**config.mk**
```make
export PLATFORM = sky130hd
export DESIGN_NAME = sntp_reply_time_decoder_flat
export DESIGN_NICKNAME = d
export VERILOG_FILES = /design/src/rtl/core/srtd_pkg.sv /design/src/rtl/core/srtd_in_if.sv /design/src/rtl/core/srtd_out_if.sv /design/src/rtl/core/srtd_frac_conv.sv /design/src/rtl/core/srtd_holdoff.sv /design/src/rtl/core/sntp_reply_time_decoder.sv /design/src/flat_wrapper.sv
export SDC_FILE = /design/constraint.sdc
export NUM_CORES = 1
export LEC_CHECK = 0
export ABC_AREA = 1
export BUFFER_PORTS_ARGS = -buffer_cell sky130_fd_sc_hd__buf_2
export CORE_MARGIN = 4
export CORE_UTILIZATION = 30
export DETAILED_ROUTE_END_ITERATION = 10
export GPL_ROUTABILITY_DRIVEN = 0
export PLACE_DENSITY = 0.45
export SETUP_SLACK_MARGIN = 0.2
export SYNTH_ARGS = -nofsm -noshare
export SYNTH_HDL_FRONTEND = slang
export SYNTH_SLANG_ARGS = --single-unit
```
**constraint.sdc**
```tcl
create_clock -name i_clk -period 6.1 [get_ports i_clk]
set_input_delay 1.22 -clock i_clk [delete_from_list [all_inputs] [get_ports i_clk]]
set_output_delay 1.22 -clock i_clk [all_outputs]
set_load 0.05 [all_outputs]
```
**src/rtl/core/srtd_pkg.sv**
```systemverilog
// shared types and constants for the sntp reply time decoder
`timescale 1ns / 1ps
`default_nettype none

package srtd_pkg;

    // longest reply payload that is still decoded
    localparam logic [10:0] MAX_PACKET_BYTES = 11'd68;

    // seconds from 1900-01-01 to 1970-01-01
    localparam logic [31:0] UNIX_OFFSET = 32'd2208988800;

    // kiss-of-death holdoff length in microseconds
    localparam logic [63:0] HOLDOFF_US = 64'd60000000;

    // weight of the top fraction bit, halved with truncation per bit
    localparam logic [19:0] FIRST_WEIGHT = 20'd500000;
    localparam int          FRAC_BITS    = 19;

    // action codes of a result item
    typedef enum logic [2:0] {
        ACT_TOO_LONG   = 3'd0,
        ACT_WRONG_MODE = 3'd1,
        ACT_KOD        = 3'd2,
        ACT_TIME_SET   = 3'd3,
        ACT_TICK_HOLD  = 3'd4,
        ACT_TICK_REQ   = 3'd5
    } t_action;

    // opcode of an input item
    localparam logic OP_REPLY = 1'b0;
    localparam logic OP_TICK  = 1'b1;

    // one input item as held in the input register
    typedef struct packed {
        logic        opcode;
        logic [10:0] packet_length;
        logic [7:0]  mode_byte;
        logic [7:0]  stratum;
        logic [31:0] tx_seconds;
        logic [31:0] tx_fraction;
        logic [62:0] now_us;
    } t_in_item;

    // request from the decode logic to the holdoff tracker
    typedef struct packed {
        logic        fire;
        logic        tick;
        logic        kod;
        logic [62:0] now_us;
    } t_hold_req;

endpackage

`default_nettype wire

```
**src/rtl/core/srtd_in_if.sv**
```systemverilog
// input channel: valid/ready handshake with the item fields
`timescale 1ns / 1ps
`default_nettype none

interface srtd_in_if;
    logic        valid;
    logic        ready;
    logic        opcode;
    logic [10:0] packet_length;
    logic [7:0]  mode_byte;
    logic [7:0]  stratum;
    logic [31:0] tx_seconds;
    logic [31:0] tx_fraction;
    logic [62:0] now_us;

    modport source (
        output valid, opcode, packet_length, mode_byte, stratum,
               tx_seconds, tx_fraction, now_us,
        input  ready
    );

    modport sink (
        input  valid, opcode, packet_length, mode_byte, stratum,
               tx_seconds, tx_fraction, now_us,
        output ready
    );
endinterface

`default_nettype wire

```
**src/rtl/core/srtd_out_if.sv**
```systemverilog
// output channel: valid/ready handshake with the result fields
`timescale 1ns / 1ps
`default_nettype none

interface srtd_out_if;
    logic               valid;
    logic               ready;
    logic [2:0]         action;
    logic signed [31:0] unix_seconds;
    logic [19:0]        microseconds;

    modport source (
        output valid, action, unix_seconds, microseconds,
        input  ready
    );

    modport sink (
        input  valid, action, unix_seconds, microseconds,
        output ready
    );
endinterface

`default_nettype wire

```
**src/rtl/core/srtd_frac_conv.sv**
```systemverilog
// ntp binary fraction to microseconds by a sum of halving weights
`timescale 1ns / 1ps
`default_nettype none

module srtd_frac_conv
    import srtd_pkg::*;
(
    input  wire logic [31:0] i_fraction,
    output logic      [19:0] o_microseconds
);

    // top fraction bits each add a fixed weight, no carry into bit 20
    always_comb begin
        logic [19:0] sum;
        sum = '0;
        for (int k = 0; k < FRAC_BITS; k++) begin
            if (i_fraction[31 - k]) begin
                sum = sum + (FIRST_WEIGHT >> k);
            end
        end
        o_microseconds = sum;
    end

endmodule

`default_nettype wire

```
**src/rtl/core/srtd_holdoff.sv**
```systemverilog
// kiss-of-death holdoff deadline tracker
`timescale 1ns / 1ps
`default_nettype none

module srtd_holdoff
    import srtd_pkg::*;
(
    input  wire logic      i_clk,
    input  wire logic      i_rst_n,
    input  wire t_hold_req i_req,
    output logic           o_armed
);

    logic [63:0] r_deadline;
    logic [63:0] n_deadline;

    assign o_armed = (r_deadline != '0);

    // arm on kiss-of-death, clear on a tick past the deadline
    always_comb begin
        n_deadline = r_deadline;
        if (i_req.fire) begin
            if (i_req.kod) begin
                n_deadline = {1'b0, i_req.now_us} + HOLDOFF_US;
            end else if (i_req.tick && o_armed &&
                         ({1'b0, i_req.now_us} > r_deadline)) begin
                n_deadline = '0;
            end
        end
    end

    always_ff @(posedge i_clk) begin
        if (!i_rst_n) begin
            r_deadline <= '0;
        end else begin
            r_deadline <= n_deadline;
        end
    end

endmodule

`default_nettype wire

```
**src/rtl/core/sntp_reply_time_decoder.sv**
```systemverilog
// sntp reply time decoder top level
// an item passes the input register and then the result register before its result can be taken
// throughput: one item per cycle while results are taken; input ready follows the result register's room
// the holdoff deadline is updated as an item leaves the input register
// reset (synchronous, active low) empties both registers and clears the holdoff
`timescale 1ns / 1ps
`default_nettype none

module sntp_reply_time_decoder
    import srtd_pkg::*;
(
    input  wire logic i_clk,
    input  wire logic i_rst_n,
    srtd_in_if.sink   i_in,
    srtd_out_if.source o_out
);

    // input register
    logic     r_s1_valid;
    t_in_item r_s1;
    logic     s1_adv;

    // result register
    logic               r_out_valid;
    t_action            r_out_action;
    logic signed [31:0] r_out_secs;
    logic [19:0]        r_out_us;

    // decode results
    t_action            n_action;
    logic signed [31:0] n_secs;
    logic [19:0]        n_us;
    logic [19:0]        frac_us;
    logic [31:0]        era_secs;
    logic               too_long;
    logic               mode_ok;
    logic               armed;
    t_hold_req          hold_req;

    // handshake: item moves on when the result register has room
    assign s1_adv     = r_s1_valid && (!r_out_valid || o_out.ready);
    assign i_in.ready = !r_s1_valid || s1_adv;

    // input register
    always_ff @(posedge i_clk) begin
        if (!i_rst_n) begin
            r_s1_valid <= 1'b0;
        end else if (i_in.ready) begin
            r_s1_valid <= i_in.valid;
        end
    end

    always_ff @(posedge i_clk) begin
        if (i_in.valid && i_in.ready) begin
            r_s1.opcode        <= i_in.opcode;
            r_s1.packet_length <= i_in.packet_length;
            r_s1.mode_byte     <= i_in.mode_byte;
            r_s1.stratum       <= i_in.stratum;
            r_s1.tx_seconds    <= i_in.tx_seconds;
            r_s1.tx_fraction   <= i_in.tx_fraction;
            r_s1.now_us        <= i_in.now_us;
        end
    end

    // fraction conversion
    srtd_frac_conv u_frac (
        .i_fraction     (r_s1.tx_fraction),
        .o_microseconds (frac_us)
    );

    // adding 2^31 when bit 31 is clear always leaves bit 31 set
    assign era_secs = {1'b1, r_s1.tx_seconds[30:0]} - UNIX_OFFSET;

    // reply checks: length, mode 4 or 5, leap bits 0 or 3
    assign too_long = r_s1.packet_length > MAX_PACKET_BYTES;
    assign mode_ok  = (r_s1.mode_byte[2:1] == 2'b10) &&
                      (r_s1.mode_byte[7:6] == 2'b00 || r_s1.mode_byte[7:6] == 2'b11);

    // action decode
    always_comb begin
        n_action = ACT_WRONG_MODE;
        n_secs   = '0;
        n_us     = '0;
        if (r_s1.opcode == OP_TICK) begin
            n_action = armed ? ACT_TICK_HOLD : ACT_TICK_REQ;
        end else if (too_long) begin
            n_action = ACT_TOO_LONG;
        end else if (!mode_ok) begin
            n_action = ACT_WRONG_MODE;
        end else if (r_s1.stratum == 8'd0) begin
            n_action = ACT_KOD;
        end else begin
            n_action = ACT_TIME_SET;
            n_secs   = signed'(era_secs);
            n_us     = frac_us;
        end
    end

    // holdoff tracker request
    assign hold_req.fire   = s1_adv;
    assign hold_req.tick   = (r_s1.opcode == OP_TICK);
    assign hold_req.kod    = (n_action == ACT_KOD);
    assign hold_req.now_us = r_s1.now_us;

    srtd_holdoff u_holdoff (
        .i_clk   (i_clk),
        .i_rst_n (i_rst_n),
        .i_req   (hold_req),
        .o_armed (armed)
    );

    // result register
    always_ff @(posedge i_clk) begin
        if (!i_rst_n) begin
            r_out_valid <= 1'b0;
        end else if (s1_adv) begin
            r_out_valid <= 1'b1;
        end else if (o_out.ready) begin
            r_out_valid <= 1'b0;
        end
    end

    always_ff @(posedge i_clk) begin
        if (s1_adv) begin
            r_out_action <= n_action;
            r_out_secs   <= n_secs;
            r_out_us     <= n_us;
        end
    end

    assign o_out.valid        = r_out_valid;
    assign o_out.action       = r_out_action;
    assign o_out.unix_seconds = r_out_secs;
    assign o_out.microseconds = r_out_us;

endmodule

`default_nettype wire

```
**src/flat_wrapper.sv**
```systemverilog
// flat-port wrapper written by rule: the top's interface ports become plain ports
module sntp_reply_time_decoder_flat import srtd_pkg::*;
  (i_clk, i_rst_n, i_in_valid, i_in_opcode, i_in_packet_length, i_in_mode_byte, i_in_stratum, i_in_tx_seconds, i_in_tx_fraction, i_in_now_us, i_in_ready, o_out_valid, o_out_action, o_out_unix_seconds, o_out_microseconds, o_out_ready);
  srtd_in_if i_in_i ();
  srtd_out_if o_out_i ();
  input  wire logic i_clk;
  input  wire logic i_rst_n;
  input wire logic [$bits(i_in_i.valid)-1:0] i_in_valid;
  input wire logic [$bits(i_in_i.opcode)-1:0] i_in_opcode;
  input wire logic [$bits(i_in_i.packet_length)-1:0] i_in_packet_length;
  input wire logic [$bits(i_in_i.mode_byte)-1:0] i_in_mode_byte;
  input wire logic [$bits(i_in_i.stratum)-1:0] i_in_stratum;
  input wire logic [$bits(i_in_i.tx_seconds)-1:0] i_in_tx_seconds;
  input wire logic [$bits(i_in_i.tx_fraction)-1:0] i_in_tx_fraction;
  input wire logic [$bits(i_in_i.now_us)-1:0] i_in_now_us;
  output wire logic [$bits(i_in_i.ready)-1:0] i_in_ready;
  output wire logic [$bits(o_out_i.valid)-1:0] o_out_valid;
  output wire logic [$bits(o_out_i.action)-1:0] o_out_action;
  output wire logic [$bits(o_out_i.unix_seconds)-1:0] o_out_unix_seconds;
  output wire logic [$bits(o_out_i.microseconds)-1:0] o_out_microseconds;
  input wire logic [$bits(o_out_i.ready)-1:0] o_out_ready;
  assign i_in_i.valid = i_in_valid;
  assign i_in_i.opcode = i_in_opcode;
  assign i_in_i.packet_length = i_in_packet_length;
  assign i_in_i.mode_byte = i_in_mode_byte;
  assign i_in_i.stratum = i_in_stratum;
  assign i_in_i.tx_seconds = i_in_tx_seconds;
  assign i_in_i.tx_fraction = i_in_tx_fraction;
  assign i_in_i.now_us = i_in_now_us;
  assign i_in_ready = i_in_i.ready;
  assign o_out_valid = o_out_i.valid;
  assign o_out_action = o_out_i.action;
  assign o_out_unix_seconds = o_out_i.unix_seconds;
  assign o_out_microseconds = o_out_i.microseconds;
  assign o_out_i.ready = o_out_ready;
  sntp_reply_time_decoder u_core (.i_clk(i_clk), .i_rst_n(i_rst_n), .i_in(i_in_i), .o_out(o_out_i));
endmodule
```
; After elaboration in Yosys (flattened, before gate mapping)
; Cells that the tools add are included.
[totals]
ff_bits = 275
in_bits = 159
output_inout_bits = 57
wordCells = 84
[op_classes]
addsub = 20
order_cmp = 2
eq_ne = 3
mux = 28
bitwise_logic = 1
n_reduce_logical = 17
[op_table]
columns = operator, n
row1 = two-way mux 20 bit, 18
row2 = two-way mux 64 bit, 2
row3 = adder 63 x 26 -> 64 bit (second input constant), 1
row4 = greater-than comparator 63 x 64 -> 1 bit, 1
row5 = nonzero test 64 bit, 1
row6 = subtractor 32 bit (second input constant), 1
row7 = adder 19 x 18 -> 20 bit (second input constant), 1
row8 = adder 20 x 1 -> 20 bit (second input constant), 1
row9 = adder 20 x 10 -> 20 bit (second input constant), 1
row10 = adder 20 x 11 -> 20 bit (second input constant), 1
row11 = adder 20 x 12 -> 20 bit (second input constant), 1
row12 = adder 20 x 13 -> 20 bit (second input constant), 1
row13 = adder 20 x 14 -> 20 bit (second input constant), 1
row14 = adder 20 x 15 -> 20 bit (second input constant), 1
row15 = adder 20 x 16 -> 20 bit (second input constant), 1
row16 = adder 20 x 17 -> 20 bit (second input constant), 1
row17 = adder 20 x 2 -> 20 bit (second input constant), 1
row18 = adder 20 x 3 -> 20 bit (second input constant), 1
row19 = adder 20 x 4 -> 20 bit (second input constant), 1
row20 = adder 20 x 5 -> 20 bit (second input constant), 1
row21 = adder 20 x 6 -> 20 bit (second input constant), 1
row22 = adder 20 x 7 -> 20 bit (second input constant), 1
row23 = adder 20 x 8 -> 20 bit (second input constant), 1
row24 = adder 20 x 9 -> 20 bit (second input constant), 1
row25 = other kinds (15), 29

; Longest topological paths before layout
[depth]
word_depth = 37
depth_mapped = 66
ltp_nobuf = 64

; Hierarchy
; A second synthesis with hierarchy kept.
[hier_totals]
hier_cells = 3509
hier_area_um2 = 22681.8
[modules_own_cells]
columns = mod, instances, cells_each, area_each_um2
row1 = srtd_frac_conv, 1, 1823, 8333.0
row2 = sntp_reply_time_decoder, 1, 540, 7724.9
row3 = srtd_holdoff, 1, 1146, 6623.9

; Least setup slack after synthesis
; OpenSTA, ideal clock, no wires.
[synth_path]
path_type = register to register
from = reg u_core.r_s1[91] in the netlist's numbering
to = reg u_core.r_out_us[19] (netlist: u_core.o_out.microseconds[19]) (data pin)
setup_time_ns = 0.253
arrival_ns = 5.825
required_time_ns = 5.847
slack_ns = 0.022
path_stages_with_launch = 56
n_path_buf = 2
period_less_slack_ns = 6.078
cell_sequence = edfxtp_1 -> buf_6 -> inv_4 -> buf_8 -> nand2_4 -> nand2_2 -> ha_1 -> or2_4 -> nand3_2 -> nand2_1 -> nand2_1 -> nand2_1 -> nand2_1 -> nand2_2 -> nand2_1 -> nand2_1 -> ha_1 -> or2_2 -> [... 20 more ...] -> nor2_2 -> inv_1 -> nand2_1 -> nand2_1 -> nor2_1 -> nand2_1 -> xor2_1 -> nand2_1 -> nor2_2 -> nand3_1 -> nor2_2 -> nand2_1 -> nor2_2 -> nand2_1 -> nor2_1 -> nand2_1 -> nand2_1 -> nor2_1
[synth_via]
elab_chain_cells = 31
[synth_rtl]
columns = element, line
row1 = from (decl), sntp_reply_time_decoder.sv:20  ; t_in_item r_s1;
row2 = two-way mux 20 bit (*), srtd_frac_conv.sv:17  ; if (i_fraction[31 - k]) begin
row3 = adder 20 x 15 -> 20 bit, srtd_frac_conv.sv:18  ; sum = sum + (FIRST_WEIGHT >> k);
row4 = two-way mux 20 bit (*), srtd_frac_conv.sv:17
row5 = adder 20 x 14 -> 20 bit, srtd_frac_conv.sv:18
row6 = two-way mux 20 bit (*), srtd_frac_conv.sv:17
row7 = adder 20 x 13 -> 20 bit, srtd_frac_conv.sv:18
row8 = two-way mux 20 bit (*), srtd_frac_conv.sv:17
row9 = adder 20 x 12 -> 20 bit, srtd_frac_conv.sv:18
row10 = [... 15 more ...], -
row11 = adder 20 x 4 -> 20 bit, srtd_frac_conv.sv:18
row12 = two-way mux 20 bit (*), srtd_frac_conv.sv:17
row13 = adder 20 x 3 -> 20 bit, srtd_frac_conv.sv:18
row14 = two-way mux 20 bit (*), srtd_frac_conv.sv:17
row15 = adder 20 x 2 -> 20 bit, srtd_frac_conv.sv:18
row16 = two-way mux 20 bit (*), srtd_frac_conv.sv:17
row17 = adder 20 x 1 -> 20 bit, srtd_frac_conv.sv:18
row18 = two-way mux 20 bit (*), srtd_frac_conv.sv:17
row19 = to (signal assigned), sntp_reply_time_decoder.sv:127  ; r_out_us <= n_us;
row20 = to (decl), sntp_reply_time_decoder.sv:27  ; logic [19:0] r_out_us;
; Mark *: on every way between the ends. The rest lies on a longest branch, timed or not.
; A chain may end at the register's enable or synchronous reset.

; Worst setup path in the final report
[layout_path]
from = reg u_core.r_s1[91] in the netlist's numbering
to = reg u_core.r_out_us[18] (netlist: u_core.o_out.microseconds[18]) (data pin)
; Same word-level chain as after synthesis.

==> run summary <==
via/cell ratio = 4.59
R2R Setup Slk = -0.37 ns
first-pass GRT wire length = 91200 µm
die area = 70900 µm²
Die Ht = 266 µm
number of flops mapped to enable cells by yosys = 192
Required @ worst endpoint = 6.43 ns
Max-cap violations = 0
slew margin rel. = 0.323
Total Routing Usage GR = 0.151
Final Core Density = 0.421
Bufs on Longest Clock Path = 3
CTS Sinks = 258
GRT busiest layer = met2
Clk pwr share = 0.227
flops & latches, synth = 258
post-synthesis sequential area ratio = 0.354
combinational power share = 0.516
Slew @ Worst Pin = 1.01 ns
DPL Wire Length = 43100 µm
asr flop ratio synth = 0
top cells by area, synth = edfxtp_1, nand2_1, dfxtp_1, nor2_1, inv_1
Synth cell types = 61
met1 global-route usage = 0.189
Core Box Area = 66000 µm²
CTS tree = yes
die width = 266 µm
violated checks = negative setup slack
Sw Pwr = 3.30 mW
VDD IR max = 0.227 mV
DRC = 0
Post-Syn Area = 20000 µm²
WP data arrival = 6.81 ns
Tmin final = 6.47 ns
worst reg2reg endpoint = u_core.o_out.microseconds[18]
clock slew at reported path FFs = 0.06 ns
switching part of the total = 0.414
routed length per instance = 13.0 µm
reg-to-reg startpoint = u_core.r_s1[91]
sequential share of power = 0.257
Cells after DPL = 4187
final setup vio count = 8
Max Clock Skew = 0.0324 ns
layout cell share with drive strength beyond 1 = 0.373
grt met3 use = 0.0154
DRT iter0 DRCs = 801
Hold Fails Final Rpt = 0
critical path type = reg2reg
Worst Setup Start Kind = flop
Worst Slack Setup Final = -0.375 ns
critical path's most frequent cell = nand2_4
Initial Util = 0.303
DRT Wirelength = 56200 µm
RSZ-0062 raised after global routing = yes
DR vias = 19900
CP endpoint kind = flop
Clock Latency Late Sink = 0.60 ns
Synth top cells by count = nand2_1, nor2_1, inv_1
met2 Usage GRT = 0.278
initial antenna violation count = 10
HP Start = u_core.u_holdoff.r_deadline[23]
Avg Synthesized Cell Area = 6.84 µm²
internal power = 4.68 mW
slowest stage delay, CP = 0.52 ns
H-tree depth = 1
YS warnings = 0
DR pass1 iterations = 6
fillers = 6815
CP startpoint = u_core.r_s1[91]
IO Count = 216
min-delay worst type = reg2reg
row count = 94
Post-synth top flop = edfxtp_1
vias in the first global route = 19200
hold slack final = 0.478 ns
Non-Filler Instances = 4327
grt total ovfl = 0
Fmax = 0.154 GHz
Num CTS Buffers = 31
count leader, synth = nand2_1
outcome = finished, violations left
Area growth syn-to-layout = 38.7%
largest net degree at the start of global routing = 110
Hold Path End = u_core.u_holdoff.r_deadline[23]
Mapped Cells = 2924
area leader, netlist = edfxtp_1
fin. max-slew vios = 0
port bufs = 197
period utilization = 1.06
hold path cells = 2
# nets final = 3678
slowest cell on the critical path = edfxtp_1
Synth top area share = 0.288
CTS root buf = clkbuf_16
Leakage = 12.3 nW
critical path peak fanout = 5
Worst Reg-to-Reg Cells = 55
PwrDens = 288 nW/µm²
post-route ant nets = 0
syn_nets = 3170
-- sequential cells by signal, indices dropped and copies added, names as in the netlist --
signal and count:
u_core.r_s1_valid 1, u_core.o_out.microseconds 20, u_core.o_out.valid 1, u_core.hold_req 64
u_core.o_out.unix_seconds 32, u_core.u_holdoff.r_deadline 64, u_core.o_out.action 3, u_core.r_s1 73
-- power by group through the flow --
stage | clock [mW] | combinational (mW) | sequential, mW
after floorplan | 0 | 2.02 | 2.14
after global placement | 0 | 3.01 | 2.09
after detailed placement | 0 | 3.05 | 2.09
after CTS | 1.90 | 3.49 | 2.05
after global routing | 1.95 | 4.59 | 2.07
final | 1.81 | 4.12 | 2.06
-- worst max-delay path, delay by kind of cell, from the launching register on --
family                   cells  cell delay, ns
adder cells (fa/ha/maj)      2            0.38
buffers and inverters       11            1.15
flip-flops                   1            0.52
AND/OR/NAND/NOR             42            4.14
-- cell families after synthesis --
group | after synthesis | synth area share
AND/OR/NAND/NOR | 1775 | 0.395
flip-flops | 258 | 0.354
buffers and inverters | 450 | 0.0868
adder cells (fa/ha/maj) | 87 | 0.0544
AO/OA/AOI/OAI | 287 | 0.0793
XOR/XNOR | 67 | 0.0301
-- per-stage QoR --
stage                     cell area [µm²]  worst slack (ns)  setup TNS (ns)  power [mW]
after floorplan                     20100             0.188               0        4.17
after global placement              23800            -0.475           -2.13        5.10
after detailed placement            23800            -0.535           -2.62        5.14
after CTS                           26000            -0.165          -0.481        7.44
after global routing                27800            -0.831           -5.24        8.61
final                               27800            -0.375           -1.70        7.99
-- layout by cell type, fill, tap and decap left out, drive strengths merged, types with 9 or more instances in the layout --
master and count:
a211oi 19, a21oi 140, a31oi 10, buf 514, clkbuf 39, clkinv 17
dfxtp 66, edfxtp 192, ha 87, inv 408, nand2 986, nand3 246
nand3b 9, nand4 48, nor2 394, nor3 36, nor4 30, o21ai 98
or2 17, xnor2 22, xor2 45
-- final cells by class --
class	instances	area [µm²]	share of cell area
inverter	411	1560	0.0562
antenna	6	15.0	0.000541
clock buffer	39	806	0.0290
tap	864	1080	0.0390
multi-input combinational	2216	13500	0.488
sequential	258	7090	0.255
clock inverter	19	175	0.00631
timing repair buffer	514	3480	0.126
-- per-layer routing --
| metal | wire length (µm) | part of all wire | up-vias |
|---|---|---|---|
| li1 | - | - | 10500 |
| met1 | 24500 | 0.44 | 9038 |
| met2 | 28900 | 0.51 | 231 |
| met3 | 1470 | 0.026 | 76 |
| met4 | 1370 | 0.024 | 0 |
| met5 | 0 | 0 | - |
-- worst max-delay path by stage --
stage | endpoint | slack (ns) | depth (start not counted)
global route | u_core.o_out.microseconds[18] | -0.83 | 55
global placement | u_core.o_out.microseconds[19] | -0.47 | 46
finish | u_core.o_out.microseconds[18] | -0.37 | 55
CTS | u_core.o_out.microseconds[18] | -0.16 | 58
floorplan | u_core.o_out.microseconds[19] | 0.19 | 52
detailed placement | u_core.o_out.microseconds[19] | -0.53 | 50
-- timing repair --
item	in CTS	in global routing
resized for setup	269	345
pin swaps	118	149
buffers inserted	35	41
hold buffers	0	0
setup endpoints to repair	10	12
(Power assumes the default switching activity.)
